<file path="src/hw/rtl/qbdi_pkg.sv">
// ----------------------------------------------------------------------------
// qbdi_pkg
// Shared types, constants and saturation helpers of the QRS pre-processing
// datapath.
// ----------------------------------------------------------------------------
`timescale 1ns / 1ps
`default_nettype none
package qbdi_pkg;

   localparam int MAX_WINDOW = 64;
   localparam int RING_AW    = $clog2(MAX_WINDOW);
   localparam int LEN_W      = $clog2(MAX_WINDOW + 1);
   localparam int FIFO_DEPTH = 4;
   localparam int FIFO_AW    = $clog2(FIFO_DEPTH);
   localparam int FIFO_CW    = $clog2(FIFO_DEPTH + 1);

   localparam int COEF_W = 18;
   localparam int BP_W   = 24;
   localparam int SQ_W   = 40;
   localparam int SUM_W  = 48;
   localparam int DLY_W  = 48;
   localparam int ACC_W  = 50;

   // Configuration register indexes.
   localparam logic [2:0] REG_B0   = 3'd0;
   localparam logic [2:0] REG_B1   = 3'd1;
   localparam logic [2:0] REG_B2   = 3'd2;
   localparam logic [2:0] REG_FB1  = 3'd3;
   localparam logic [2:0] REG_FB2  = 3'd4;
   localparam logic [2:0] REG_WLEN = 3'd5;
   localparam logic [2:0] REG_GAIN = 3'd6;

   typedef struct packed {
      logic signed [COEF_W-1:0] b0;
      logic signed [COEF_W-1:0] b1;
      logic signed [COEF_W-1:0] b2;
      logic signed [COEF_W-1:0] fb1;
      logic signed [COEF_W-1:0] fb2;
   } qbdi_coef_type;

   // One emitted result on its way to the integrator.
   typedef struct packed {
      logic                   clr;
      logic signed [BP_W-1:0] bp;
      logic [SQ_W-1:0]        sq;
      logic                   eor;
      logic                   shrt;
   } qbdi_cmd_type;

   function automatic logic signed [DLY_W-1:0] sat_dly(input logic signed [ACC_W-1:0] v);
      logic signed [ACC_W-1:0] hi;
      logic signed [ACC_W-1:0] lo;
      hi = (ACC_W'(1) <<< (DLY_W - 1)) - ACC_W'(1);
      lo = -hi - ACC_W'(1);
      if (v > hi) return hi[DLY_W-1:0];
      else if (v < lo) return lo[DLY_W-1:0];
      else return v[DLY_W-1:0];
   endfunction

   function automatic logic signed [BP_W-1:0] sat_bp(input logic signed [ACC_W-1:0] v);
      logic signed [ACC_W-1:0] hi;
      logic signed [ACC_W-1:0] lo;
      hi = (ACC_W'(1) <<< (BP_W - 1)) - ACC_W'(1);
      lo = -hi - ACC_W'(1);
      if (v > hi) return hi[BP_W-1:0];
      else if (v < lo) return lo[BP_W-1:0];
      else return v[BP_W-1:0];
   endfunction

endpackage
`default_nettype wire

</file>
<file path="src/hw/rtl/qbdi_back.sv">
// ----------------------------------------------------------------------------
// qbdi_back
// Moving-window integrator: stores each square in the ring, sums the window
// one entry a cycle, scales it and presents the result.
// ----------------------------------------------------------------------------
`timescale 1ns / 1ps
`default_nettype none
module qbdi_back (
   input  wire                    clock,
   input  wire                    reset,
   input  wire [6:0]              window_len,
   input  wire [15:0]             window_gain,
   input  qbdi_pkg::qbdi_cmd_type pop_data,
   input  wire                    empty,
   output logic                   pop,
   output logic                   rsp_valid,
   input  wire                    rsp_ready,
   output logic signed [23:0]     rsp_bandpass_value,
   output logic [39:0]            rsp_integrated_value,
   output logic                   rsp_end_of_record,
   output logic                   rsp_record_too_short
);
   import qbdi_pkg::*;

   localparam logic [2:0] B_IDLE = 3'd0;
   localparam logic [2:0] B_WR   = 3'd1;
   localparam logic [2:0] B_SUM  = 3'd2;
   localparam logic [2:0] B_MUL  = 3'd3;
   localparam logic [2:0] B_RND  = 3'd4;
   localparam logic [2:0] B_OUT  = 3'd5;

   logic [2:0]            state_ff;
   qbdi_cmd_type          cmd_ff;
   logic [SQ_W-1:0]       ring_ff [MAX_WINDOW];
   logic [MAX_WINDOW-1:0] valid_ff, valid_in;
   logic [RING_AW-1:0]    ptr_ff, addr_ff, idx;
   logic [LEN_W-1:0]      len_ff, issued_ff, len_eff;
   logic                  pend_ff, rval_ff;
   logic [SQ_W-1:0]       rdata_ff;
   logic [SUM_W-1:0]      sum_ff;
   logic [63:0]           prod_ff;
   logic [SUM_W-1:0]      rnd;
   logic                  issue;

   assign pop   = (state_ff == B_IDLE) && !empty;
   assign idx   = cmd_ff.clr ? '0 : ptr_ff;
   assign issue = (state_ff == B_SUM) && (issued_ff != len_ff);
   assign rnd   = SUM_W'((prod_ff + 64'd32768) >> 16);

   always_comb begin
      if (window_len == 7'd0) len_eff = LEN_W'(1);
      else if (window_len > 7'(MAX_WINDOW)) len_eff = LEN_W'(MAX_WINDOW);
      else len_eff = LEN_W'(window_len);
      valid_in      = cmd_ff.clr ? '0 : valid_ff;
      valid_in[idx] = 1'b1;
   end

   always_ff @(posedge clock) begin
      if (reset) begin
         state_ff  <= B_IDLE;
         valid_ff  <= '0;
         ptr_ff    <= '0;
         pend_ff   <= 1'b0;
         rsp_valid <= 1'b0;
      end else begin
         pend_ff <= issue;
         case (state_ff)
            B_IDLE: if (!empty) state_ff <= B_WR;
            B_WR: begin
               valid_ff <= valid_in;
               ptr_ff   <= idx + RING_AW'(1);
               state_ff <= B_SUM;
            end
            B_SUM: if (!issue && !pend_ff) state_ff <= B_MUL;
            B_MUL: state_ff <= B_RND;
            B_RND: begin
               rsp_valid <= 1'b1;
               state_ff  <= B_OUT;
            end
            B_OUT: begin
               if (rsp_ready) begin
                  rsp_valid <= 1'b0;
                  state_ff  <= B_IDLE;
               end
            end
            default: state_ff <= B_IDLE;
         endcase
      end
   end

   always_ff @(posedge clock) begin
      if (pop) cmd_ff <= pop_data;
      if (state_ff == B_WR) begin
         ring_ff[idx] <= cmd_ff.sq;
         addr_ff      <= idx;
         issued_ff    <= '0;
         len_ff       <= len_eff;
         sum_ff       <= '0;
      end
      if (issue) begin
         rdata_ff  <= ring_ff[addr_ff];
         rval_ff   <= valid_ff[addr_ff];
         addr_ff   <= addr_ff - RING_AW'(1);
         issued_ff <= issued_ff + LEN_W'(1);
      end
      // The window never exceeds the sum width, so no clamp is needed here.
      if (pend_ff && rval_ff) sum_ff <= sum_ff + SUM_W'(rdata_ff);
      if (state_ff == B_MUL) prod_ff <= 64'(sum_ff) * 64'(window_gain);
      if (state_ff == B_RND) begin
         rsp_bandpass_value   <= cmd_ff.bp;
         rsp_integrated_value <= (rnd > SUM_W'(SQ_W'('1))) ? '1 : rnd[SQ_W-1:0];
         rsp_end_of_record    <= cmd_ff.eor;
         rsp_record_too_short <= cmd_ff.shrt;
      end
   end

endmodule
`default_nettype wire

</file>
<file path="config.mk">
export PLATFORM = sky130hd
export DESIGN_NAME = qbdi_back
export DESIGN_NICKNAME = d
export VERILOG_FILES = /design/src/hw/rtl/qbdi_pkg.sv /design/src/hw/rtl/qbdi_back.sv
export SDC_FILE = /design/constraint.sdc
export NUM_CORES = 2
export LEC_CHECK = 0
export BUFFER_PORTS_ARGS = -buffer_cell sky130_fd_sc_hd__buf_2
export CAP_MARGIN = 20
export CORE_ASPECT_RATIO = 1.4
export CORE_MARGIN = 2
export CORE_UTILIZATION = 56
export DETAILED_ROUTE_END_ITERATION = 10
export GPL_TIMING_DRIVEN = 0
export PLACE_DENSITY_LB_ADDON = 0.3
export SLEW_MARGIN = 20
export SYNTH_ARGS = -nofsm -noshare
export SYNTH_HDL_FRONTEND = slang
export SYNTH_SLANG_ARGS = --single-unit
</file>
<file path="constraint.sdc">
create_clock -name clock -period 38.1 [get_ports clock]
set_clock_uncertainty 0.15 [all_clocks]
set_input_delay 9.525 -clock clock [delete_from_list [all_inputs] [get_ports clock]]
set_output_delay 9.525 -clock clock [all_outputs]
set_load 0.01 [all_outputs]
</file>
Word-level counts from Yosys, hierarchy flattened
Memory sizes are Yosys's and may differ from the RTL's. A register that Yosys moved wholly into a read port is not among the register bits.
Cells that the tools add are included.
W data, S select, Z words.
{"block": "classes", "muxes": 21, "eq_ne": 9, "n_reduce_logical": 16, "n_bitwise": 1, "mul": 1, "n_addsub": 5, "magnitude_cmp": 5}
{"operator": "$mux W48", "count": 2}
{"operator": "$add A64 B16 Y64 const B", "count": 1}
{"operator": "$mul A48 B16 Y64", "count": 1}
{"operator": "$mux W64", "count": 1}
{"operator": "$or A64 B64 Y64", "count": 1}
{"operator": "$add A48 B40 Y48", "count": 1}
{"operator": "$gt A48 B40 Y1 const B", "count": 1}
{"operator": "$mux W7", "count": 3}
{"operator": "$mux W6", "count": 3}
{"operator": "$pmux W3 S6", "count": 1}
{"operator": "$lt A6 B7 Y1 const B", "count": 2}
{"operator": "$mux W3", "count": 3}
{"operator": "$add A7 B1 Y7 const B", "count": 1}
{"operator": "$gt A7 B7 Y1 const B", "count": 1}
{"operator": "$logic_not A7 Y1", "count": 1}
{"operator": "$ne A7 B7 Y1", "count": 1}
{"operator": "$add A6 B1 Y6 const B", "count": 1}
{"operator": "$bmux W1 S6", "count": 1}
{"operator": "$demux W1 S6", "count": 1}
{"operator": "$eq A3 B2 Y1 const B", "count": 2}
{"operator": "$eq A3 B3 Y1 const B", "count": 2}
{"operator": "$ge A6 B1 Y1 const B", "count": 1}
{"operator": "$reduce_bool A2 Y1", "count": 3}
{"operator": "$sub A6 B1 Y6 const B", "count": 1}
{"operator": "other kinds (11)", "count": 22}
{"block": "word_totals", "wordCells": 80, "ramBits": 2560, "n_memories": 1, "output_inout_bits": 68, "regBits": 341, "in_bits": 94}
{"memory": "ring_ff", "depth": 64, "word_bits": 40, "read_ports": 1, "rd_ports_with_merged_regs": 1, "wr": 1, "line_no": "qbdi_back.sv:34", "rtl": "logic [SQ_W-1:0] ring_ff [MAX_WINDOW];"}

Longest topological paths before layout
{"block": "depth", "ltp_word": 6, "mapped_depth": 26, "ltp_nobuf": 25}

Worst setup path after synthesis
No wires, ideal clock.
{"block": "synth_path", "kind": "input -> output", "from": "input port empty", "to": "output port pop", "path_stages": 1, "required_ps": 28425, "n_path_buf": 0, "arrival_ps": 16131, "slack_ps": 12294, "path_cell_list": "nor4_1"}
{"block": "synth_between", "elab_chain_len": 2}
{"item": "from (decl)", "line_no": "qbdi_back.sv:14", "rtl": "input wire empty,"}
{"item": "$logic_not A1 Y1"}
{"item": "$logic_and A1 B1 Y1", "line_no": "qbdi_back.sv:45", "rtl": "assign pop = (state_ff == B_IDLE) && !empty;"}
{"item": "to (decl)", "line_no": "qbdi_back.sv:15", "rtl": "output logic pop,"}
Every way passes these cells.

Worst setup path in the final report
Same ends and word-level chain as after synthesis.

==> flow_summary.json <==
{
  "dieWidth_um": 419,
  "synthCells": 7534,
  "rsz0062_at_grt": "false",
  "r2r-start": "sum_ff[18]$_SDFFCE_PN0P_",
  "grt_max_degree": 41,
  "setup_viol": 0,
  "cts_resized": 0,
  "tightestPinTransition_ps": 1370,
  "clock_sinks": 2926,
  "powerDensity_nw_per_um2": 91.3,
  "drt-wirelength-per-cell_um": 34.7,
  "async_flop_share_pct": 0,
  "cp.arrival_ps": 10500,
  "critPathTopFamily": "simple AND/OR/NAND/NOR gates",
  "grt_remaining_overflow": 0,
  "ioPinCount": 162,
  "fin_nets": 9155,
  "max_stage_delay_ps": 600,
  "portBuffers": 146,
  "critPathSlowestCell": "nor4_2",
  "place_ws_ps": 17870,
  "final_antenna_net_count": 0,
  "area.growth.synth_to_final_pct": 14.4,
  "syn-cell-area_um2": 135000,
  "cts.path.max_buffers": 4,
  "dp_hpwl_mm": 281,
  "cp.required_ps": 28420,
  "drive_gt1_share_pct": 22.2,
  "ctsHoldBuffers": 0,
  "first_iter_violations": 9622,
  "min_path_cells": 0,
  "drc_errors": 0,
  "rows": 213,
  "hp-start": "cmd_ff[58]$_DFFE_PP_",
  "cpMostUsedCell": "buf_2",
  "fin_crit_ps": 20180,
  "viasPerCell": 6.45,
  "cp.buffers_inverters": 2,
  "chipHeight_um": 585,
  "crit_path_max_fanout": 5,
  "finalWirelength_mm": 406,
  "r2r_end": "prod_ff[62]$_DFFE_PN_",
  "syn_avg_cell_area_um2": 17.9,
  "ir_drop_mv": 0.224,
  "clk_latency_ps": 880,
  "fp.coreArea_um2": 240000,
  "cts_max_level": 5,
  "cts_tree": "built",
  "startpoint": "empty",
  "ys_warn_count": 0,
  "hold_path_class": "reg2reg",
  "ys_seq_area_share_pct": 64.4,
  "ys_ff_latch": 2926,
  "cts_setup_buffers": 0,
  "synth_edf_count": 2851,
  "root_buffer": "clkbuf_16",
  "cp-end-kind": "output pin",
  "power.leakage_nw": 53.6,
  "drv_cap": 0,
  "clk_pin_slew_ps": 60,
  "final_cell_mix": "edfxtp_1 (2851), mux4_2 (843), inv_1 (700), nand2_1 (650), fa_1 (642)",
  "grt_first_pass_wirelength_mm": 573,
  "worst_slack_ps": 17920,
  "max_freq_mhz": 49.6,
  "synth_fp_nets": 8447,
  "die-area_um2": 245000,
  "initial_core_util_pct": 56.2,
  "hold_violations": 0,
  "finalMaxSlewViolations": 0,
  "finalCritPeriodShare_pct": 53.0,
  "cts_inserted_buffers": 277,
  "grt.total_usage_pct": 33.6,
  "synthFlopType": "edfxtp_1",
  "finalSetupTns_ps": 0,
  "start_kind": "input port",
  "ff2ff_path_depth": 23,
  "reg2reg_slack_ps": 29680,
  "antenna_found_initial": 30,
  "critPathKind": "in2out",
  "finalNonFillerCells": 11700,
  "ys_types": 77,
  "gp_congestion": 0.955,
  "final_common_cell": "edfxtp_1",
  "crit_chain": "buf_2 -> nor4_2 -> buf_2",
  "num_vias": 75500,
  "first_global_vias": 79500,
  "relSlewSlack_pct": 8.50,
  "status": "finished clean",
  "firstDrtPassIters": 6,
  "min_to": "rsp_bandpass_value[16]$_DFFE_PP_",
  "p_total_mw": 14.1,
  "dp.cells": 11200
}
[where the power goes]
part / switching, mW / internal, mW / leakage [nW]
Clock: 1.21 / 1.55 / 4.33
Sequential: 0.0918 / 4.01 / 26.3
Combinational: 4.26 / 3.01 / 22.9
Total: 5.56 / 8.56 / 53.6
[synth_stat cells (10+ instances only)]
| master | instances | area share [%] |
|---|---|---|
| nor2_1 | 231 | 0.64 |
| nor2b_1 | 18 | 0.083 |
| nor3_1 | 23 | 0.085 |
| nand3_1 | 47 | 0.17 |
| o21a_1 | 12 | 0.067 |
| ha_1 | 177 | 1.6 |
| xnor2_1 | 61 | 0.40 |
| nand4_1 | 19 | 0.088 |
| mux2i_1 | 22 | 0.16 |
| o211ai_1 | 11 | 0.061 |
| nand2b_1 | 12 | 0.056 |
| fa_1 | 642 | 9.5 |
| a21o_1 | 53 | 0.29 |
| nand2_2 | 10 | 0.046 |
| mux2_2 | 18 | 0.15 |
| and3_1 | 23 | 0.11 |
| dfxtp_1 | 75 | 1.1 |
| inv_1 | 701 | 1.9 |
| xor2_1 | 75 | 0.49 |
| edfxtp_1 | 2851 | 63 |
| mux4_2 | 843 | 14 |
| a21oi_1 | 156 | 0.58 |
| buf_1 | 60 | 0.17 |
| nand2_1 | 651 | 1.8 |
| and2_1 | 263 | 1.2 |
| o21ai_0 | 60 | 0.22 |
| clkbuf_1 | 283 | 0.79 |
| buf_2 | 26 | 0.096 |
[state kept, by name, summed over array words and instances, names as in the netlist, 3 cells and up]
signal and flops:
state_ff 3, prod_ff 49, ptr_ff 6, valid_ff 64
sum_ff 48, len_ff 7, issued_ff 7, rsp_integrated_value 40
cmd_ff 67, rsp_bandpass_value 24, rdata_ff 40, ring_ff 2560
addr_ff 6
[through the flow]
stage | area, um2 | util [%] | hold WS, ps
floorplan | 135000 | - | 250
global placement | 140000 | 58.2 | 251
detailed placement | 146000 | 60.6 | 257
CTS | 155000 | 64.3 | 272
global route | 155000 | 64.3 | 272
finish | 155000 | 64.4 | 271
[area by class of cell]
type,instances,area [um2]
Clock buffer,344,7390
Inverter,702,2640
Clock inverter,155,1510
Timing Repair Buffer,429,5960
Multi-Input combinational cell,3534,44500
Buffer,372,1530
Sequential cell,2926,87100
Fill cell,16000,85700
Antenna cell,7,17.5
Tap cell,3225,4040
[worst max path at each step]
stage / end / slack [ps] / depth (start not counted)
floorplan: pop / 12290 / 1
global placement: pop / 2120 / 3
detailed placement: pop / 17870 / 3
CTS: pop / 17910 / 3
global route: pop / 17860 / 3
finish: pop / 17920 / 3
[metal layers]
metal,share of wire [%],vias to the layer above,GRT usage (%)
met3,9.4,1503,6.95
met5,0.029,-,0
li1,-,29600,-
met1,31,39100,37.9
met2,50,5198,56.5
met4,9.3,18,25.4
[kinds of logic after synthesis]
logic type	Yosys count	synth area share, %
buf+inv	1074	3.02
xor+xnor	136	0.881
flops	2926	64.4
simple gates	1334	4.54
fa+ha+maj	819	11.1
compound gates	362	1.64
mux	883	14.4
No activity file was read; power rests on OpenSTA's default activity.
