**src/hw/rtl/qbdi_pkg.sv**
```systemverilog
// ----------------------------------------------------------------------------
// qbdi_pkg
// Shared types, constants and saturation helpers of the QRS pre-processing
// datapath.
// ----------------------------------------------------------------------------
`timescale 1ns / 1ps
`default_nettype none
package qbdi_pkg;

   localparam int MAX_WINDOW = 64;
   localparam int RING_AW    = $clog2(MAX_WINDOW);
   localparam int LEN_W      = $clog2(MAX_WINDOW + 1);
   localparam int FIFO_DEPTH = 4;
   localparam int FIFO_AW    = $clog2(FIFO_DEPTH);
   localparam int FIFO_CW    = $clog2(FIFO_DEPTH + 1);

   localparam int COEF_W = 18;
   localparam int BP_W   = 24;
   localparam int SQ_W   = 40;
   localparam int SUM_W  = 48;
   localparam int DLY_W  = 48;
   localparam int ACC_W  = 50;

   // Configuration register indexes.
   localparam logic [2:0] REG_B0   = 3'd0;
   localparam logic [2:0] REG_B1   = 3'd1;
   localparam logic [2:0] REG_B2   = 3'd2;
   localparam logic [2:0] REG_FB1  = 3'd3;
   localparam logic [2:0] REG_FB2  = 3'd4;
   localparam logic [2:0] REG_WLEN = 3'd5;
   localparam logic [2:0] REG_GAIN = 3'd6;

   typedef struct packed {
      logic signed [COEF_W-1:0] b0;
      logic signed [COEF_W-1:0] b1;
      logic signed [COEF_W-1:0] b2;
      logic signed [COEF_W-1:0] fb1;
      logic signed [COEF_W-1:0] fb2;
   } qbdi_coef_type;

   // One emitted result on its way to the integrator.
   typedef struct packed {
      logic                   clr;
      logic signed [BP_W-1:0] bp;
      logic [SQ_W-1:0]        sq;
      logic                   eor;
      logic                   shrt;
   } qbdi_cmd_type;

   function automatic logic signed [DLY_W-1:0] sat_dly(input logic signed [ACC_W-1:0] v);
      logic signed [ACC_W-1:0] hi;
      logic signed [ACC_W-1:0] lo;
      hi = (ACC_W'(1) <<< (DLY_W - 1)) - ACC_W'(1);
      lo = -hi - ACC_W'(1);
      if (v > hi) return hi[DLY_W-1:0];
      else if (v < lo) return lo[DLY_W-1:0];
      else return v[DLY_W-1:0];
   endfunction

   function automatic logic signed [BP_W-1:0] sat_bp(input logic signed [ACC_W-1:0] v);
      logic signed [ACC_W-1:0] hi;
      logic signed [ACC_W-1:0] lo;
      hi = (ACC_W'(1) <<< (BP_W - 1)) - ACC_W'(1);
      lo = -hi - ACC_W'(1);
      if (v > hi) return hi[BP_W-1:0];
      else if (v < lo) return lo[BP_W-1:0];
      else return v[BP_W-1:0];
   endfunction

endpackage
`default_nettype wire

```
**src/hw/rtl/qbdi_front.sv**
```systemverilog
// ----------------------------------------------------------------------------
// qbdi_front
// Accepts samples, runs the biquad on one shared multiplier, takes the
// derivative and its square, and queues the results that each sample emits.
// ----------------------------------------------------------------------------
`timescale 1ns / 1ps
`default_nettype none
module qbdi_front (
   input  wire                    clock,
   input  wire                    reset,
   input  qbdi_pkg::qbdi_coef_type coef,
   input  wire                    req_valid,
   output logic                   req_ready,
   input  wire signed [12:0]      req_sample,
   input  wire                    req_first,
   input  wire                    req_last,
   output logic                   push,
   output qbdi_pkg::qbdi_cmd_type push_data,
   input  wire                    full
);
   import qbdi_pkg::*;

   localparam logic [3:0] F_IDLE = 4'd0;
   localparam logic [3:0] F_M0   = 4'd1;
   localparam logic [3:0] F_M1   = 4'd2;
   localparam logic [3:0] F_M2   = 4'd3;
   localparam logic [3:0] F_M3   = 4'd4;
   localparam logic [3:0] F_M4   = 4'd5;
   localparam logic [3:0] F_M5   = 4'd6;
   localparam logic [3:0] F_SQ   = 4'd7;
   localparam logic [3:0] F_E0   = 4'd8;
   localparam logic [3:0] F_E1   = 4'd9;
   localparam logic [3:0] F_E2   = 4'd10;

   logic [3:0]               state_ff, state_in;
   logic signed [12:0]       x_ff;
   logic                     last_ff;
   logic signed [41:0]       prod_ff;
   logic signed [ACC_W-1:0]  acc_ff;
   logic signed [BP_W-1:0]   y_ff;
   logic signed [DLY_W-1:0]  d1_ff, d2_ff;
   logic signed [BP_W-1:0]   hist_ff [5];
   logic [2:0]               count_ff, c_ff;
   logic                     fresh_ff;
   logic [SQ_W-1:0]          sq_ff;

   logic signed [COEF_W-1:0] mul_a;
   logic signed [BP_W-1:0]   mul_b;
   logic signed [ACC_W-1:0]  prod16, ysum, dsum;
   logic signed [26:0]       deriv;
   logic [26:0]              dabs;
   logic [53:0]              dsq;
   logic [47:0]              dsq_r;
   logic [SQ_W-1:0]          sq_sat;
   logic                     shrt;

   assign req_ready = (state_ff == F_IDLE);
   assign prod16    = {{(ACC_W-46){prod_ff[41]}}, prod_ff, 4'b0000};
   assign ysum      = prod16 + ACC_W'(d1_ff) + ACC_W'(8192);
   assign dsum      = acc_ff + ACC_W'(prod_ff);
   assign shrt      = last_ff && (c_ff < 3'd4);

   // Derivative over the freshly shifted history, then its rounded square.
   assign deriv  = 27'(hist_ff[4]) + (27'(hist_ff[3]) <<< 1)
                 - (27'(hist_ff[1]) <<< 1) - 27'(hist_ff[0]);
   assign dabs   = deriv[26] ? 27'(-deriv) : 27'(deriv);
   assign dsq    = 54'(dabs) * 54'(dabs);
   assign dsq_r  = 48'((dsq + 54'd32) >> 6);
   assign sq_sat = (dsq_r > 48'(SQ_W'('1))) ? '1 : dsq_r[SQ_W-1:0];

   always_comb begin
      mul_a = coef.b0;
      mul_b = BP_W'(x_ff);
      case (state_ff)
         F_M1:    mul_a = coef.b1;
         F_M2:    begin mul_a = coef.fb1; mul_b = y_ff; end
         F_M3:    mul_a = coef.b2;
         F_M4:    begin mul_a = coef.fb2; mul_b = y_ff; end
         default: mul_a = coef.b0;
      endcase
   end

   always_comb begin
      push      = 1'b0;
      push_data = '{clr: fresh_ff, bp: hist_ff[2], sq: sq_ff, eor: 1'b0, shrt: shrt};
      state_in  = state_ff;
      case (state_ff)
         F_IDLE: if (req_valid) state_in = F_M0;
         F_M0:   state_in = F_M1;
         F_M1:   state_in = F_M2;
         F_M2:   state_in = F_M3;
         F_M3:   state_in = F_M4;
         F_M4:   state_in = F_M5;
         F_M5:   state_in = F_SQ;
         F_SQ:   state_in = F_E0;
         F_E0: begin
            if (c_ff >= 3'd2) begin
               push = !full;
               if (!full) state_in = last_ff ? F_E1 : F_IDLE;
            end else begin
               state_in = last_ff ? F_E1 : F_IDLE;
            end
         end
         F_E1: begin
            push_data.bp = hist_ff[1];
            push_data.sq = '0;
            if (c_ff >= 3'd1) begin
               push = !full;
               if (!full) state_in = F_E2;
            end else begin
               state_in = F_E2;
            end
         end
         F_E2: begin
            push_data.bp  = hist_ff[0];
            push_data.sq  = '0;
            push_data.eor = 1'b1;
            push = !full;
            if (!full) state_in = F_IDLE;
         end
         default: state_in = F_IDLE;
      endcase
   end

   always_ff @(posedge clock) begin
      if (reset) begin
         state_ff <= F_IDLE;
         count_ff <= '0;
         fresh_ff <= 1'b1;
         d1_ff    <= '0;
         d2_ff    <= '0;
         for (int i = 0; i < 5; i++) hist_ff[i] <= '0;
      end else begin
         state_ff <= state_in;
         // The flush of a record marks the next one fresh again below.
         if (push && (state_ff != F_E2)) fresh_ff <= 1'b0;
         case (state_ff)
            F_IDLE: begin
               if (req_valid && req_first) begin
                  count_ff <= '0;
                  fresh_ff <= 1'b1;
                  d1_ff    <= '0;
                  d2_ff    <= '0;
                  for (int i = 0; i < 5; i++) hist_ff[i] <= '0;
               end
            end
            F_M3: d1_ff <= sat_dly(dsum);
            F_M5: begin
               d2_ff      <= sat_dly(dsum);
               hist_ff[0] <= y_ff;
               for (int i = 1; i < 5; i++) hist_ff[i] <= hist_ff[i-1];
               c_ff       <= count_ff;
               if (count_ff < 3'd5) count_ff <= count_ff + 3'd1;
            end
            F_E2: begin
               if (!full) begin
                  count_ff <= '0;
                  fresh_ff <= 1'b1;
                  d1_ff    <= '0;
                  d2_ff    <= '0;
                  for (int i = 0; i < 5; i++) hist_ff[i] <= '0;
               end
            end
            default: begin
            end
         endcase
      end
   end

   always_ff @(posedge clock) begin
      prod_ff <= 42'(mul_a) * 42'(mul_b);
      if (req_valid && req_ready) begin
         x_ff    <= req_sample;
         last_ff <= req_last;
      end
      if (state_ff == F_M1) y_ff <= sat_bp(ysum >>> 14);
      if (state_ff == F_M2) acc_ff <= prod16 + ACC_W'(d2_ff);
      if (state_ff == F_M4) acc_ff <= prod16;
      if (state_ff == F_SQ) sq_ff <= (c_ff >= 3'd4) ? sq_sat : '0;
   end

endmodule
`default_nettype wire

```
**config.mk**
```make
export PLATFORM = sky130hd
export DESIGN_NAME = qbdi_front
export DESIGN_NICKNAME = d
export VERILOG_FILES = /design/src/hw/rtl/qbdi_pkg.sv /design/src/hw/rtl/qbdi_front.sv
export SDC_FILE = /design/constraint.sdc
export NUM_CORES = 2
export LEC_CHECK = 0
export BUFFER_PORTS_ARGS = -buffer_cell sky130_fd_sc_hd__buf_4
export CAP_MARGIN = 20
export CORE_MARGIN = 1
export CORE_UTILIZATION = 65
export CTS_CLUSTER_SIZE = 28
export DETAILED_ROUTE_END_ITERATION = 7
export GPL_TIMING_DRIVEN = 0
export PLACE_DENSITY_LB_ADDON = 0.08
export REMOVE_ABC_BUFFERS = 1
export SLEW_MARGIN = 15
export SYNTH_ARGS = -nofsm -noshare
export SYNTH_HDL_FRONTEND = slang
export SYNTH_SLANG_ARGS = --single-unit
```
**constraint.sdc**
```tcl
create_clock -name clock -period 14.73 [get_ports clock]
set_clock_uncertainty 0.15 [all_clocks]
set_input_delay 0.7365 -clock clock [delete_from_list [all_inputs] [get_ports clock]]
set_output_delay 0.7365 -clock clock [all_outputs]
set_load 0.03 [all_outputs]
```
Yosys cells after proc, flatten, opt, wreduce, memory -nomap -nowiden:

Memory sizes are Yosys's and may differ from the RTL's.
Index checks and enable logic that the tools add are counted.

* logic and storage cells: 146
* input bits: 109
* memory bits (writable): 120
* memories: 1
* register bits: 277
* output and inout port bits: 69

Memory list
* hist_ff: depth 5, bits a word 24, read ports 5, clocked after memory_dff 0, wr ports 5, RTL line qbdi_front.sv:42 `logic signed [BP_W-1:0] hist_ff [5];`

* equal/unequal tests: 17
* add/subtract/negate cells: 10
* muxes and demuxes: 62
* reduce and logical (&&, ||, !) cells: 15
* $mul: 2
* order comparisons: 10
* bitwise operators: 16

Operator list (count)
* two-way mux 24 bit: 17
* case mux 48 bit (3 select lines): 2
* two-way mux 48 bit: 4
* case mux 64 bit (2 select lines): 1
* two-way mux 50 bit: 2
* adder 46 x 48 -> 49 bit: 2
* case mux 18 bit (4 select lines): 1
* adder 54 x 6 -> 54 bit (second input constant): 1
* multiplier 27 x 27 -> 54 bit: 1
* adder 49 x 15 -> 50 bit (second input constant): 1
* adder 50 x 42 -> 50 bit: 1
* > comparator 50 x 48 -> 1 bit (second input constant): 1
* < comparator 50 x 48 -> 1 bit (second input constant): 1
* > comparator 48 x 40 -> 1 bit (second input constant): 1
* case mux 4 bit (11 select lines): 1
* multiplier 18 x 24 -> 42 bit: 1
* two-way mux 40 bit: 1
* > comparator 36 x 24 -> 1 bit (second input constant): 1
* < comparator 36 x 24 -> 1 bit (second input constant): 1
* two-way mux 4 bit: 7
* two-way mux 27 bit: 1
* negation 27 bit: 1
* subtractor 26 x 25 -> 27 bit: 1
* subtractor 27 x 24 -> 27 bit: 1
* 30 further kinds: 80

Logic depth before layout (Yosys ltp):

An unclocked memory read counts as a cell.

* depth after elaboration: 10
* depth in mapped cells: 47
* mapped depth without buffers: 44

Least setup slack after synthesis:

OpenSTA, ideal clock, no wires.

* path type: register to register
* start point: memory hist_ff[0][3]
* end point: register sq_ff[5] (data pin)
* buffers on the path: 2
* period minus slack after synthesis: 11.731 ns
* slack: 2.999 ns
* required time: 14.326 ns
* arrival: 11.327 ns
* cell stages (with the launch flop): 42
* library setup time: 0.254 ns
* cells stage by stage: edfxtp_1 > fa_1 > inv_1 > fa_1 > ha_1 > nand2_1 > o211a_1 > o31a_1 > or3_1 > a21oi_1 > nand3_1 > nor4b_2 > nand3_1 > o31a_1 > xnor2_1 > inv_2 > clkbuf_1 > nand2_1 > [... 6 more ...] > fa_1 > inv_1 > fa_1 > inv_1 > ha_1 > and4_1 > a221oi_1 > o21ai_1 > a21oi_1 > o22ai_1 > a21oi_1 > o31a_1 > o41ai_1 > a21oi_1 > xnor3_1 > nand4_4 > buf_6 > o21a_1

RTL lines
* start, declared: RTL line qbdi_front.sv:42
* end signal, assigned: RTL line qbdi_front.sv:179 `if (state_ff == F_SQ) sq_ff <= (c_ff >= 3'd4) ? sq_sat : '0;`
* end, declared: RTL line qbdi_front.sv:45 `logic [SQ_W-1:0] sq_ff;`

==> flow_summary.ini <==
[run_status]
status = finished clean

[worst_setup_path]
crit_path_end_kind = flop
crit_required_ns = 14.90
worstPathMaxFanout = 40
slowest_stage = xor2_2
slowest_delay_ns = 0.80
start_kind = flop
r2r_start = hist_ff[0][3]
critPathArrivalTime_ns = 14.51
reg2reg_depth = 37
crit_top_cell = fa_1
crit_start = hist_ff[0][3]
r2r_slack_ns = 0.39
critical_path_class = reg2reg
r2r-end = sq_ff[13]

[grt]
antenna_found_initial = 4
grt_max_degree = 94
track_usage_pct = 36.6
grt_overflow = 0
grt_pass1_vias = 49066
grt_pass1_wl_um = 266000

[route]
ant_nets = 0
drtPass1Iterations = 8
route.detailed.drc = 0
avgRoutedWirePerCell_um = 21.2
drt_iter0_markers = 3682
vias = 46966
wl_um = 168000
viasPerCell = 5.91

[timing]
finalSetupViolCount = 0
hold_viol = 0
fmax_mhz = 69.7
rsz0062_at_grt = yes
period_share_pct = 97.4
fin_ws_ns = 0.390
period_needed_ns = 14.34
slew_viol_final = 0
tightest_slew_ns = 1.27
slew_headroom_pct = 14.2

[synthesis]
netlist_instances = 6607
synthFlopType = edfxtp_1
yosys_warnings = 0
async_reset_ff_share_pct = 0
synth.top_cells.by_area = fa_1 (34%), edfxtp_1 (12%), ha_1 (11%)
synth_cell_types = 86
synth_top_cell_by_area = fa_1
ys_ff_latch = 392
synth_top_area_share_pct = 33.9
synth_area_per_cell_sq_um = 9.24
synth_edf_count = 246
ys_seq_area_share_pct = 16.9
netlist_area_sq_um = 61100

[worst_hold_path]
min_path_type = in2reg
whs_endpoint = x_ff[1]
hp-start = req_sample[1]
min_path_cells = 1

[clocking]
cts.reportedPaths.clkPinSlew_ns = 0.06
cts-htree-levels = 2
cts.path.max_buffers = 3
cts.hold.buffers_added = 0
cts_root_buffer = clkbuf_16
clk-insertion-delay-late_ns = 0.66
clock_sinks = 392
cts_buffers = 46
cts_tree = done

[placement]
io_buffers = 177
dp_hpwl_um = 136000
gp_congestion = 0.977
place_inst = 7855
post-place-ws_ns = -0.173

[cells_and_area]
final_cells = 7952
areaGrowthSynthToFinish_pct = 7.94
drive_above_1_share_pct = 6.29
final_nets = 8334

[floorplan]
die_x_um = 308
dieHeight_um = 308
io_pins = 178
row_count = 112
core-area_sq_um = 93200
initial_utilization_pct = 65.5
die-area_sq_um = 95200

[flow_run]
cap_violations = 0
[sequential cells by signal, summed over array words and instances, names as in the netlist]
signal and flops:
count_ff 3, hist_ff 120, last_ff 1, fresh_ff 1, c_ff 3, d2_ff 48
state_ff 4, x_ff 13, sq_ff 40, d1_ff 44, prod_ff 42, y_ff 24
acc_ff 49
[cells in the final DEF (no fill, tap or decap), types with 18 or more instances in the layout]
| master | count |
|---|---|
| o21ai_1 | 19 |
| nand2_1 | 803 |
| inv_2 | 18 |
| a21o_1 | 161 |
| nor3_1 | 46 |
| nand4_1 | 50 |
| dfxtp_1 | 146 |
| edfxtp_1 | 246 |
| and2_1 | 185 |
| a21oi_1 | 255 |
| o21bai_1 | 37 |
| nand3_1 | 55 |
| a211oi_1 | 18 |
| nand2b_1 | 40 |
| a22oi_1 | 30 |
| buf_4 | 187 |
| o21ai_0 | 153 |
| nor2b_1 | 31 |
| xnor2_1 | 138 |
| inv_1 | 1247 |
| buf_6 | 25 |
| a222oi_1 | 24 |
| a31oi_1 | 60 |
| o211ai_1 | 21 |
| xor2_1 | 92 |
| ha_1 | 536 |
| o21a_1 | 77 |
| a221o_1 | 46 |
| clkbuf_16 | 51 |
| and3_1 | 23 |
| o31ai_1 | 26 |
| fa_1 | 1033 |
| nor2_1 | 458 |
| conb_1 | 21 |
[worst max-delay path by stage]
stage                             end  slack, ns
after floorplan              sq_ff[0]       2.40
after global placement    prod_ff[41]      -2.87
after detailed placement    sq_ff[13]      -0.17
after CTS                   sq_ff[13]       0.06
after global routing        sq_ff[13]      -0.07
final                       sq_ff[13]       0.39
[per-layer routing]
metal	track usage, %	up-vias	wire length, um
met1	44.0	23311	62800
met4	24.0	0	13100
met5	0	-	0
met3	5.89	580	12500
li1	-	21205	-
met2	61.0	1870	79900
[synthesized netlist by cell type (all sizes together), types with 32 or more instances]
cell type,n
xor2,108
o21bai,37
edfxtp,246
nor2,463
xnor2,151
dfxtp,146
nand3,57
inv,1268
clkbuf,233
a21o,161
nand2,804
a221o,46
o21ai,173
o21a,77
nand4,51
nor3,48
nor2b,32
a31oi,61
fa,1033
nand2b,41
ha,536
and2,188
a21oi,259
[logic make-up (layout without fill, tap and decap cells)]
logic type / Yosys count / after routing / share of synthesized area [%]
mux: 17 / 17 / 0.281
other cells: 2 / 25 / 0.0123
compound gates: 1044 / 1044 / 11.5
xor+xnor: 261 / 261 / 3.80
flops: 392 / 392 / 16.9
fa+ha+maj: 1569 / 1569 / 44.9
simple gates: 1793 / 1793 / 13.2
buf+inv: 1529 / 1597 / 9.48
[worst max-delay path: cells and delay by family, from the launching register on]
family	cells	cell delay (ns)
compound gates	12	3.76
xor+xnor	3	1.54
fa+ha+maj	11	5.44
buf+inv	5	1.01
flops	1	0.47
simple gates	6	1.65
[timing repair]
| item | 4_1_cts | 5_1_grt |
|---|---|---|
| endpoints found under the setup margin | 40 | 40 |
| pin swaps | 0 | 1 |
| buffers inserted | 0 | 2 |
| gates resized for setup | 2 | 7 |
[final cells by class]
type | instances | area, sq um
tap | 1254 | 1570
inverter | 1272 | 4800
antenna | 4 | 10.0
clock buffer | 67 | 1380
fill | 7278 | 27300
multi-input combinational | 4705 | 45400
timing repair buffer | 239 | 2250
clock inverter | 19 | 175
sequential | 392 | 10300
[through the flow]
stage | hold slack, ns | TNS (ns) | instance area [sq um] | util [%]
CTS | 0.117 | 0 | 65800 | 70.6
floorplan | 0.265 | 0 | 60100 | -
detailed placement | 0.280 | -4.15 | 64200 | 68.9
finish | 0.151 | 0 | 65900 | 70.7
global route | 0.125 | -0.0704 | 65900 | 70.7
global placement | 0.273 | -129.59 | 63000 | 67.6
Power is left out: the tool's default activity adds up to more than one toggle a clock period on the data nets, which glitch-free logic cannot reach.
