<file path="src/hw/rtl/qbdi_pkg.sv">
// ----------------------------------------------------------------------------
// qbdi_pkg
// Shared types, constants and saturation helpers of the QRS pre-processing
// datapath.
// ----------------------------------------------------------------------------
`timescale 1ns / 1ps
`default_nettype none
package qbdi_pkg;

   localparam int MAX_WINDOW = 64;
   localparam int RING_AW    = $clog2(MAX_WINDOW);
   localparam int LEN_W      = $clog2(MAX_WINDOW + 1);
   localparam int FIFO_DEPTH = 4;
   localparam int FIFO_AW    = $clog2(FIFO_DEPTH);
   localparam int FIFO_CW    = $clog2(FIFO_DEPTH + 1);

   localparam int COEF_W = 18;
   localparam int BP_W   = 24;
   localparam int SQ_W   = 40;
   localparam int SUM_W  = 48;
   localparam int DLY_W  = 48;
   localparam int ACC_W  = 50;

   // Configuration register indexes.
   localparam logic [2:0] REG_B0   = 3'd0;
   localparam logic [2:0] REG_B1   = 3'd1;
   localparam logic [2:0] REG_B2   = 3'd2;
   localparam logic [2:0] REG_FB1  = 3'd3;
   localparam logic [2:0] REG_FB2  = 3'd4;
   localparam logic [2:0] REG_WLEN = 3'd5;
   localparam logic [2:0] REG_GAIN = 3'd6;

   typedef struct packed {
      logic signed [COEF_W-1:0] b0;
      logic signed [COEF_W-1:0] b1;
      logic signed [COEF_W-1:0] b2;
      logic signed [COEF_W-1:0] fb1;
      logic signed [COEF_W-1:0] fb2;
   } qbdi_coef_type;

   // One emitted result on its way to the integrator.
   typedef struct packed {
      logic                   clr;
      logic signed [BP_W-1:0] bp;
      logic [SQ_W-1:0]        sq;
      logic                   eor;
      logic                   shrt;
   } qbdi_cmd_type;

   function automatic logic signed [DLY_W-1:0] sat_dly(input logic signed [ACC_W-1:0] v);
      logic signed [ACC_W-1:0] hi;
      logic signed [ACC_W-1:0] lo;
      hi = (ACC_W'(1) <<< (DLY_W - 1)) - ACC_W'(1);
      lo = -hi - ACC_W'(1);
      if (v > hi) return hi[DLY_W-1:0];
      else if (v < lo) return lo[DLY_W-1:0];
      else return v[DLY_W-1:0];
   endfunction

   function automatic logic signed [BP_W-1:0] sat_bp(input logic signed [ACC_W-1:0] v);
      logic signed [ACC_W-1:0] hi;
      logic signed [ACC_W-1:0] lo;
      hi = (ACC_W'(1) <<< (BP_W - 1)) - ACC_W'(1);
      lo = -hi - ACC_W'(1);
      if (v > hi) return hi[BP_W-1:0];
      else if (v < lo) return lo[BP_W-1:0];
      else return v[BP_W-1:0];
   endfunction

endpackage
`default_nettype wire

</file>
<file path="src/hw/rtl/qbdi_fifo.sv">
// ----------------------------------------------------------------------------
// qbdi_fifo
// Short queue of result commands between the filter front and the integrator.
// ----------------------------------------------------------------------------
`timescale 1ns / 1ps
`default_nettype none
module qbdi_fifo (
   input  wire                   clock,
   input  wire                   reset,
   input  wire                   push,
   input  qbdi_pkg::qbdi_cmd_type push_data,
   input  wire                   pop,
   output qbdi_pkg::qbdi_cmd_type pop_data,
   output logic                  full,
   output logic                  empty
);
   import qbdi_pkg::*;

   qbdi_cmd_type         mem_ff [FIFO_DEPTH];
   logic [FIFO_AW-1:0]   wr_ff, wr_in, rd_ff, rd_in;
   logic [FIFO_CW-1:0]   cnt_ff, cnt_in;

   assign full     = (cnt_ff == FIFO_CW'(FIFO_DEPTH));
   assign empty    = (cnt_ff == '0);
   assign pop_data = mem_ff[rd_ff];

   always_comb begin
      wr_in  = wr_ff;
      rd_in  = rd_ff;
      cnt_in = cnt_ff;
      if (push && !full) begin
         wr_in = wr_ff + FIFO_AW'(1);
      end
      if (pop && !empty) begin
         rd_in = rd_ff + FIFO_AW'(1);
      end
      cnt_in = cnt_ff + FIFO_CW'(push && !full) - FIFO_CW'(pop && !empty);
   end

   always_ff @(posedge clock) begin
      if (reset) begin
         wr_ff  <= '0;
         rd_ff  <= '0;
         cnt_ff <= '0;
      end else begin
         wr_ff  <= wr_in;
         rd_ff  <= rd_in;
         cnt_ff <= cnt_in;
      end
   end

   always_ff @(posedge clock) begin
      if (push && !full) begin
         mem_ff[wr_ff] <= push_data;
      end
   end

endmodule
`default_nettype wire

</file>
<file path="config.mk">
export PLATFORM = sky130hd
export DESIGN_NAME = qbdi_fifo
export DESIGN_NICKNAME = d
export VERILOG_FILES = /design/src/hw/rtl/qbdi_pkg.sv /design/src/hw/rtl/qbdi_fifo.sv
export SDC_FILE = /design/constraint.sdc
export NUM_CORES = 1
export LEC_CHECK = 0
export BUFFER_PORTS_ARGS = -buffer_cell sky130_fd_sc_hd__clkbuf_2
export CAP_MARGIN = 20
export CORE_MARGIN = 4
export CORE_UTILIZATION = 57
export DETAILED_ROUTE_END_ITERATION = 6
export PLACE_DENSITY = 0.89
export SYNTH_ARGS = -nofsm -noshare
export SYNTH_HDL_FRONTEND = slang
export SYNTH_SLANG_ARGS = --single-unit
</file>
<file path="constraint.sdc">
create_clock -name clock -period 3.7 [get_ports clock]
set_input_delay 0 -clock clock [delete_from_list [all_inputs] [get_ports clock]]
set_output_delay 0 -clock clock [all_outputs]
set_load 0.03 [all_outputs]
</file>
* Word level (Yosys, flattened, before mapping)
Memory sizes are Yosys's and may differ from the RTL's. A register that Yosys moved wholly into a read port is not among the register bits.
Index checks and enable logic that the tools add are counted.
** Word-level totals
- Memory bits (writable) :: 268
- Output and inout port bits :: 69
- Latch bits :: 0
- Input port bits :: 71
- Memories :: 1
- Register bits :: 7
- ROM bits :: 0
** Memory list
- mem_ff :: words 4, width 67, read ports 1, clocked after Yosys merged registers in 1, write ports 1, RTL line qbdi_fifo.sv:19 : qbdi_cmd_type mem_ff [FIFO_DEPTH];
** Cells by class
- Reductions and logical operators :: 5
- Magnitude comparators :: 0
- $mul :: 0
- Add/subtract/negate cells :: 4
- Div/mod/pow operators :: 0
- Multiplexer cells :: 4
- Equality and inequality tests :: 1
- Bitwise logic cells :: 0
- Shifts and indexed selects :: 0
** Operators with widths (count)
- adder 2 x 1 -> 2 bit (second input constant) :: 2
- two-way mux 2 bit :: 2
- adder 3 x 1 -> 3 bit :: 1
- equality test 3 bit (second input constant) :: 1
- zero test 3 bit :: 1
- subtractor 3 x 1 -> 3 bit :: 1
- logical AND 1 bit :: 2
- zero test 1 bit :: 2
- two-way mux 1 bit :: 2

* Depth between registers and ports, before layout
Gate-level depths: netlist of the first run.
- Depth after elaboration :: 5
- Mapped depth :: 10
- Mapped depth without buffers :: 10

* Worst setup path after synthesis of the first run
No wires, ideal clock.
- Path kind :: reg2reg
- Start :: reg cnt_ff[2]
- End :: mem mem_ff[0][0] (netlist name) (enable)
- Setup slack :: 0.742 ns
- Clock period less this slack :: 2.958 ns
- Arrival time :: 2.399 ns
- Path buffers :: 0
- Library setup time :: 0.560 ns
- Required time :: 3.140 ns
- Cell stages (with the launch flop) :: 4
- Path through :: dfxtp_1 > nor3b_1 > nor2_1 > and2_1
** On the way
- Longest elaborated chain between the ends :: 5
** Ends and longest elaborated chain
- start: declaration :: RTL line qbdi_fifo.sv:21 : logic [FIFO_CW-1:0] cnt_ff, cnt_in;
- start signal: assignment :: RTL line qbdi_fifo.sv:48 : cnt_ff <= cnt_in;
- equality test 3 bit :: RTL line qbdi_fifo.sv:23 : assign full = (cnt_ff == FIFO_CW'(FIFO_DEPTH));
- named net full :: RTL line qbdi_fifo.sv:14 : output logic full,
- zero test 1 bit :: RTL line qbdi_fifo.sv:53 : if (push && !full) begin
- logical AND 1 bit :: RTL line qbdi_fifo.sv:53
- two-way mux 1 bit :: RTL line qbdi_fifo.sv:53
- two-way mux 1 bit (implied by the code) :: RTL line qbdi_fifo.sv:54 : mem_ff[wr_ff] <= push_data;
- end: declaration :: RTL line qbdi_fifo.sv:19
The timed path passes the listed nets, and every way through them passes these cells.

* Worst setup path in the final report of the first run
- Start :: reg cnt_ff[1]
- End :: reg cnt_ff[2]
** On the way
- Longest elaborated chain between the ends :: 5
** Ends and longest elaborated chain
- equality test 3 bit :: RTL line qbdi_fifo.sv:23
- zero test 1 bit :: RTL line qbdi_fifo.sv:37 : cnt_in = cnt_ff + FIFO_CW'(push && !full) - FIFO_CW'(pop && !empty);
- logical AND 1 bit :: RTL line qbdi_fifo.sv:37
- adder 3 x 1 -> 3 bit :: RTL line qbdi_fifo.sv:37
- subtractor 3 x 1 -> 3 bit (*) :: RTL line qbdi_fifo.sv:37
Mark *: on every way between the ends. The rest lies on a longest branch, timed or not.
A chain may end at the register's enable or synchronous reset.

==> results.cfg, run 1 <==
[cells_and_area]
utilization = 0.7228
synthToLayoutAreaGrowth_pct = 23.81
drive_gt1_frac = 0.3835
stdcell_count = 869
stdcell_area_um2 = 12590
nFillCells = 969
multiInputGateArea_um2 = 1772
regArea_um2 = 8235
nets = 702
mostFrequentLayoutCells = edfxtp_1 (268), clkbuf_2 (139), dlygate4sd3_1 (71)
diodes = 0
layout_commonest_cell = edfxtp_1

[route]
drt_iter0_drc = 338
antenna_left = 0
drt_wl_total_um = 19140
post_drt_wl_per_cell_um = 22.03
first_pass_iters = 4
num_vias = 4826
via_per_inst = 5.554
drc = 0

[floorplan]
dieArea_um2 = 20040
fp.dieW_um = 141.6
rows = 48
pin_count = 140
die_h_um = 141.6
core_um2 = 17420
initial_utilization = 0.5838

[setup_path]
crit_buf_inv = 2
worstSetupEndpointType = register
arrival_ps = 2940
r2r_cells = 10
cp-start-kind = register
path_depth = 10
slowest_delay_ps = 440
critPathMaxFanout = 6
worst-r2r-setup-slack_ps = 1150
worst-setup-path-type = reg2reg
cp_top_family = adder cells
crit_required_ps = 4090
worstPathCellList = nor3b_1, nor2_1, inv_1, ha_1, inv_1, ha_1, fa_1, xnor2_1, xnor2_1, nor2_1
cpMaxStageDelayCell = dfxtp_1

[synthesis]
avgSynthCellArea_um2 = 25.36
synth_fp_nets = 479
yosysSeqAreaShare = 0.8092
yosysUniqueCellTypes = 26
syn_area_um2 = 10170
ys_seq_elements = 277
postSynthCellCount = 401
ys_warn_count = 0

[power]
p_per_area_nw_per_um2 = 699.2
p_leak_nw = 4.326
peakVddDrop_uv = 558.4

[clocking]
ctsResizeCount = 0
cts_setup_buffers = 0
clockBufferDepth = 3
numCtsBuffers = 26
h-tree-depth = 1
cts_tree = done
clock-root-buffer = clkbuf_16
worstSkewPairLatency_ps = 510
clock_sinks = 277
clk_pin_slew_worst_paths_ps = 60
ctsHoldBuffers = 71

[timing]
fin_crit_ps = 2549
relSlewSlack = 0.3300
timing.fmax_mhz = 392.4
slew_violations = 0
hold_violations = 0
finalCritPeriodShare = 0.6888
tightest_slew_ps = 1005
fin_setup_tns_ps = 0
finalSetupViolCount = 0
rsz0062_at_grt = false
fin_skew_ps = 10.04

[place]
dpl_cell_area_um2 = 11030
place_inst = 750
place_hpwl_um = 10300
place_congestion = 0.7429
portBuffers = 139

[flow_run]
drv_cap = 0

[global_route]
antenna_found_initial = 0
grt_pass1_wl_um = 29790
grt_pass1_vias = 5254
gr-total-overflow = 0
grt_max_degree = 68
grt_use_total = 0.1940

[run_status]
outcome = finished clean

[worst_hold_path]
hold_path_class = in2reg
min_path_cells = 2
## layout make-up
| type | instances | share of cell area |
|---|---|---|
| flip-flops and latches | 277 | 0.6541 |
| multi-input cells | 100 | 0.1407 |
| repair buffers | 211 | 0.1133 |
| clock buffers | 30 | 0.05456 |
| well taps | 225 | 0.02236 |
| clock inverters | 18 | 0.01252 |
| inverters | 8 | 0.002385 |
## final timing paths
path	start	end
setup / recovery	cnt_ff[1]	cnt_ff[2]
hold / removal	push_data[25]	mem_ff[3][25]
setup reg to reg	cnt_ff[1]	cnt_ff[2]
hold reg to reg	rd_ff[1]	register
## per-layer routing
layer | routed length (um) | vias up | part of all wire | GRT usage
li1 | - | 2140 | - | -
met1 | 7502 | 2459 | 0.39 | 0.2630
met2 | 10010 | 196 | 0.52 | 0.3360
met3 | 1270 | 31 | 0.066 | 0.03809
met4 | 354 | 0 | 0.018 | 0.03788
met5 | 0 | - | 0 | 0
## synth_stat cells, drive strengths merged
library cell | instances | area, um2
a21oi | 2 | 10.01
and2 | 4 | 25.02
buf | 15 | 145.1
clkbuf | 1 | 3.750
dfxtp | 9 | 180.2
edfxtp | 268 | 8048
fa | 1 | 20.02
ha | 6 | 75.07
inv | 8 | 30.03
mux2i | 1 | 10.01
mux4 | 67 | 1509
nand2 | 1 | 3.750
nand2b | 2 | 12.51
nor2 | 4 | 15.01
nor2b | 2 | 12.51
nor3 | 1 | 5.000
nor3b | 1 | 7.510
o21ai | 2 | 10.01
o31ai | 1 | 7.510
or3 | 2 | 12.51
xnor2 | 2 | 17.52
xor2 | 1 | 8.760
## metrics by stage
| step | hold slack [ps] | power [W] | setup slack [ps] |
|---|---|---|---|
| after global routing | 244.6 | 0.009175 | 963.8 |
| after global placement | 212.8 | 0.006153 | 1514 |
| after CTS | 236.3 | 0.008863 | 1100 |
| after detailed placement | 222.4 | 0.006227 | 1270 |
| after floorplan | 98.87 | 0.005679 | 741.7 |
| final | 250.4 | 0.008803 | 1151 |
## kinds of logic (layout without fill, tap and decap cells)
| family | after synthesis | after routing | share of synthesized area |
|---|---|---|---|
| multiplexers | 68 | 68 | 0.1494 |
| buffers and inverters | 24 | 267 | 0.01760 |
| adder cells (fa/ha/maj) | 7 | 7 | 0.009351 |
| XOR/XNOR | 3 | 3 | 0.002584 |
| AO/OA/AOI/OAI | 5 | 5 | 0.002707 |
| flip-flops | 277 | 277 | 0.8092 |
| AND/OR/NAND/NOR | 17 | 17 | 0.009227 |
## registers in the layout, indices dropped and copies added (netlist names), named ones only
register and count:
cnt_ff 3, mem_ff 268, rd_ff 2, wr_ff 2
## report_power, final
part | leakage [nW] | internal, W | total [W] | switching, W
combinational | 1.38 | 0.000876 | 0.00221 | 0.00133
sequential | 2.53 | 0.00378 | 0.00401 | 0.000230
clock | 0.414 | 0.00153 | 0.00259 | 0.00105
total | 4.33 | 0.00619 | 0.00880 | 0.00261
Power figures use the tool's default switching activity.
==> inputs of run 2 (changes only) <==
==> constraint.sdc (replaced) <==
create_clock -name clock -period 2.6 [get_ports clock]
set_input_delay 0 -clock clock [delete_from_list [all_inputs] [get_ports clock]]
set_output_delay 0 -clock clock [all_outputs]
set_load 0.03 [all_outputs]
==> run 2 against run 1 <==
Combinational power increased by 51%. Highest routed layer is now met5. Critical path type unchanged. Power up 46%. Setup slack got worse by 920 ps. Sequential share of layout area is 1.2 points lower. Global-route usage rose by 1.7 points. Utilization up 1.3 points. Clock skew is 1.5 ps lower. Hold slack got worse by 10 ps.
==> results.cfg, run 2 (synthesis results as in run 1) <==
[setup_path]
timing.rr.start = cnt_ff[1]
critPathMaxFanout = 5
slowest_delay_ps = 420
cp-start-kind = register
worst-r2r-setup-slack_ps = 240
worst-setup-path-type = reg2reg
arrival_ps = 2770
worstSetupEndpointType = register
rr_endpoint = cnt_ff[2]
cpMaxStageDelayCell = o31ai_1
worstSetupStartpoint = cnt_ff[1]
crit_required_ps = 3010
worstPathCellList = o31ai_1, inv_1, ha_1, inv_1, ha_1, fa_1, xnor2_1, xnor2_1, nor2_1
r2r_cells = 9

[cells_and_area]
diodes = 0
drive_gt1_frac = 0.4070
synthToLayoutAreaGrowth_pct = 26.10
multiInputGateArea_um2 = 1777
utilization = 0.7362
largest_reg_flops = 268
layout_commonest_cell = edfxtp_1
top_register = mem_ff
regArea_um2 = 8235
mostFrequentLayoutCells = edfxtp_1 (268), clkbuf_2 (139), dlygate4sd3_1 (71)
reg_top3 = mem_ff (268), cnt_ff (3)
nFillCells = 968
nets = 718

[power]
pwr-share-clk = 0.302
p_seq_frac = 0.438
p_int_w = 0.008993
switchingPower_w = 0.003829
p_leak_nw = 4.449
peakVddDrop_uv = 836.2
p_per_area_nw_per_um2 = 1000
p_comb_frac = 0.261
p_sw_frac = 0.2986

[clocking]
clock_sinks = 277
ctsResizeCount = 0
clk_pin_slew_worst_paths_ps = 60
h-tree-depth = 1
clock-root-buffer = clkbuf_16
clockBufferDepth = 3
numCtsBuffers = 27
cts_tree = done
worstSkewPairLatency_ps = 520
cts_setup_buffers = 0

[place]
place_hpwl_um = 11520
place_ws_ps = 319.8
place_congestion = 0.7322
portBuffers = 139

[timing]
slew_violations = 0
finalCritPeriodShare = 0.9096
fin_setup_tns_ps = 0
fin_crit_ps = 2365
relSlewSlack = 0.6528
finalSetupViolCount = 0
timing.fmax_mhz = 422.8
rsz0062_at_grt = false
tightest_slew_ps = 520.8
fin_skew_ps = 8.583
hold_violations = 0
timing.final.ws_setup_ps = 235.1

[worst_hold_path]
min_path_cells = 2
hold_path_class = in2reg
hp-start = push_data[9]
whs_endpoint = mem_ff[2][9]

[route]
num_vias = 4994
first_pass_iters = 5
drc = 0
drt_iter0_drc = 257
post_drt_wl_per_cell_um = 23.04
via_per_inst = 5.637
drt_wl_total_um = 20420
antenna_left = 0

[floorplan]
dieArea_um2 = 20040
pin_count = 140
fp.dieW_um = 141.6
rows = 48
die_h_um = 141.6
initial_utilization = 0.5838
core_um2 = 17420

[run_status]
outcome = finished clean

[global_route]
gr-total-overflow = 0
antenna_found_initial = 1
grt_max_degree = 32
grt_pass1_wl_um = 32160
grt_use_total = 0.2110
grt_pass1_vias = 5578

[flow_run]
drv_cap = 0
==> run 2: per-layer routing <==
| layer | global-route usage | vias up | wire length, um |
|---|---|---|---|
| met5 | 0 | - | 7 |
| met4 | 0.05202 | 2 | 465 |
| met3 | 0.03977 | 37 | 1221 |
| met2 | 0.3687 | 184 | 10750 |
| met1 | 0.2786 | 2588 | 7970 |
| li1 | - | 2183 | - |
==> run 2: repair_timing <==
item                                    in CTS  in global routing
endpoints found under the setup margin       0                  0
hold endpoints to repair                   277                  0
hold buffers                                71                  0
==> run 2: layout make-up <==
class | count | area share
well taps | 225 | 0.02196
clock buffers | 30 | 0.05357
clock inverters | 20 | 0.01542
inverters | 8 | 0.002342
flip-flops and latches | 277 | 0.6423
multi-input cells | 100 | 0.1386
repair buffers | 226 | 0.1259
==> run 2: worst max-delay path by stage <==
stage,endpoint,slack (ps),cells past startpoint
floorplan,cnt_ff[2],300,10
global placement,cnt_ff[2],490,9
detailed placement,cnt_ff[2],320,9
CTS,cnt_ff[2],250,9
global route,cnt_ff[2],60,9
finish,cnt_ff[2],240,9
==> run 2: per-stage QoR <==
step | power (W) | area, um2 | cells | hold slack (ps)
floorplan | 0.008071 | 10180 | 401 | 98.87
detailed placement | 0.008944 | 11230 | 765 | 221.9
global placement | 0.008849 | 11230 | 765 | 211.6
global route | 0.01338 | 12820 | 886 | 243.1
CTS | 0.01291 | 12820 | 886 | 220.4
finish | 0.01282 | 12820 | 886 | 240.4
==> run 2: power groups by stage <==
stage,Clock [W],Sequential (W),Combinational (W)
detailed placement,0,0.00570,0.00324
global route,0.00417,0.00566,0.00354
finish,0.00387,0.00561,0.00334
CTS,0.00392,0.00562,0.00337
global placement,0,0.00566,0.00318
floorplan,0,0.00554,0.00254
==> run 2: worst max-delay path, delay by kind of cell (launching register included) <==
family / cells / cell delay (ps)
AOI/OAI and AO/OA: 1 / 420
xor gates and xnor gates: 2 / 400
adders and majority gates: 3 / 870
buffers and inverters: 2 / 120
DFF: 1 / 370
and+or+nand+nor: 1 / 60
==> inputs of run 3 (changes only) <==
--- a/config.mk
+++ b/config.mk
@@ -5,6 +5,7 @@
 export SDC_FILE = /design/constraint.sdc
 export NUM_CORES = 1
 export LEC_CHECK = 0
+export ABC_CLOCK_PERIOD_IN_PS = 2600
 export BUFFER_PORTS_ARGS = -buffer_cell sky130_fd_sc_hd__clkbuf_2
 export CAP_MARGIN = 20
 export CORE_MARGIN = 4
==> constraint.sdc (replaced) <==
create_clock -name clock -period 2.6 [get_ports clock]
set_input_delay 0.13 -clock clock [delete_from_list [all_inputs] [get_ports clock]]
set_output_delay 0.13 -clock clock [all_outputs]
set_load 0.03 [all_outputs]
==> run 3 against run 2 <==
Clock power fell by 10%. Setup slack improved by 7.7 ps. Clock skew grew 4.1 ps. Sequential cell count unchanged. Count of clock-buffer cells in the layout rose by 1. Cell area is 0.82% lower. Utilization shrank 0.60 points. Register-to-register slack is essentially flat. Cell count down 0.23%. Power down 3.0%. Largest cell class unchanged. Sequential share of layout area grew 0.53 points.
==> results.cfg, run 3 (synthesis results as in run 1) <==
[cells_and_area]
largest_reg_flops = 268
mostFrequentLayoutCells = edfxtp_1 (268), clkbuf_2 (139), dlygate4sd3_1 (70)
nFillCells = 974
reg_top3 = mem_ff (268), cnt_ff (3)
layout_commonest_cell = edfxtp_1
stdcell_area_um2 = 12720
drive_gt1_frac = 0.3982
top_register = mem_ff
nets = 716
regArea_um2 = 8235
multiInputGateArea_um2 = 1777
synthToLayoutAreaGrowth_pct = 25.06
utilization = 0.7302

[power]
p_leak_nw = 4.397
p_per_area_nw_per_um2 = 978.1
pwr-share-clk = 0.280
p_seq_frac = 0.452
p_int_w = 0.008684
peakVddDrop_uv = 863.6
p_sw_frac = 0.3019
switchingPower_w = 0.003756
p_comb_frac = 0.268

[timing]
finalCritPeriodShare = 0.9066
relSlewSlack = 0.5996
fin_crit_ps = 2357
timing.fmax_mhz = 424.2
fin_setup_tns_ps = 0
slew_violations = 0
timing.hold.ws_ps = 157.5
timing.final.ws_setup_ps = 242.8
rsz0062_at_grt = false
hold_violations = 0
tightest_slew_ps = 600.6
fin_skew_ps = 12.64
finalSetupViolCount = 0

[floorplan]
rows = 48
fp.dieW_um = 141.6
initial_utilization = 0.5838
die_h_um = 141.6
pin_count = 140
core_um2 = 17420
dieArea_um2 = 20040

[place]
portBuffers = 139
place_ws_ps = 350.4
dpl_cell_area_um2 = 11230
place_congestion = 0.7258
place_hpwl_um = 11530

[route]
num_vias = 4953
dr_wl_met2_um = 10300
drc = 0
antenna_left = 0
wl_met3_um = 1477
drt_iter0_drc = 284
post_drt_wl_per_cell_um = 22.37
topRoutingLayerUsed = met4
drt_wl_total_um = 19770
wl_met1_um = 7606
first_pass_iters = 5
via_per_inst = 5.603

[setup_path]
arrival_ps = 2230
crit_required_ps = 2470
worstSetupEndpointType = output port
cp-start-kind = register
critPathMaxFanout = 23
worst-setup-path-type = reg2out

[clocking]
h-tree-depth = 1
numCtsBuffers = 26
cts_setup_buffers = 0
clock-root-buffer = clkbuf_16
clockBufferDepth = 3
clk_pin_slew_worst_paths_ps = 60
clock_sinks = 277
cts_tree = done
ctsResizeCount = 0
ctsHoldBuffers = 70
worstSkewPairLatency_ps = 520

[worst_hold_path]
hold_path_class = in2reg

[global_route]
gr-total-overflow = 0
grt_use_total = 0.2034
grt_max_degree = 38
grt_pass1_vias = 5533
antenna_found_initial = 1
grt_pass1_wl_um = 31300

[flow_run]
drv_cap = 0

[run_status]
outcome = finished clean
-- run 3: cell types whose count changed in the layout (fill, tap and decap cells not counted), sizes merged --
cell         before  now
clkinvlp          1    0
diode             0    1
dlygate4sd3      71   70
inv               9    8
clkbuf          169  170
bufinv            4    1
clkinv           14   16
-- run 3: worst max-delay path, cell delays in order (launching register included) --
cell      delay, ps
dfxtp_4         660
buf_12          260
mux4_2          560
clkbuf_2        210
-- run 3: cell type report --
type / instances / area share
well taps: 225 / 0.02214
flip-flops and latches: 277 / 0.6476
repair buffers: 225 / 0.1261
clock buffers: 31 / 0.05431
inverters: 8 / 0.002361
diodes: 1 / 0.0001968
multi-input cells: 100 / 0.1397
clock inverters: 17 / 0.007576
-- run 3: stage by stage --
step	instances	power, W
2_1_floorplan	401	0.008071
3_3_place_gp	765	0.008864
3_5_place_dp	765	0.008975
4_1_cts	883	0.01253
5_1_grt	884	0.01298
6_report	884	0.01244
-- run 3: power by group through the flow --
stage                     Combinational (W)  Sequential [W]  Clock, W
after floorplan                     0.00254         0.00554         0
after global placement              0.00319         0.00568         0
after detailed placement            0.00326         0.00572         0
after CTS                           0.00336         0.00563   0.00354
after global routing                0.00353         0.00567   0.00377
final                               0.00334         0.00562   0.00348
-- run 3: metal layers --
metal	up-vias	GRT usage
met5	-	0
met4	0	0.05000
met3	37	0.04280
met2	213	0.3540
met1	2520	0.2667
li1	2183	-
-- run 3: path summary, 6_finish.rpt --
path              from            to  slack [ps]  cells after the start
max reg2reg  cnt_ff[1]     cnt_ff[2]         250                      9
min               push      wr_ff[1]         160                      5
min reg2reg   rd_ff[1]      register         530                      2
max           register  pop_data[32]         240                      3
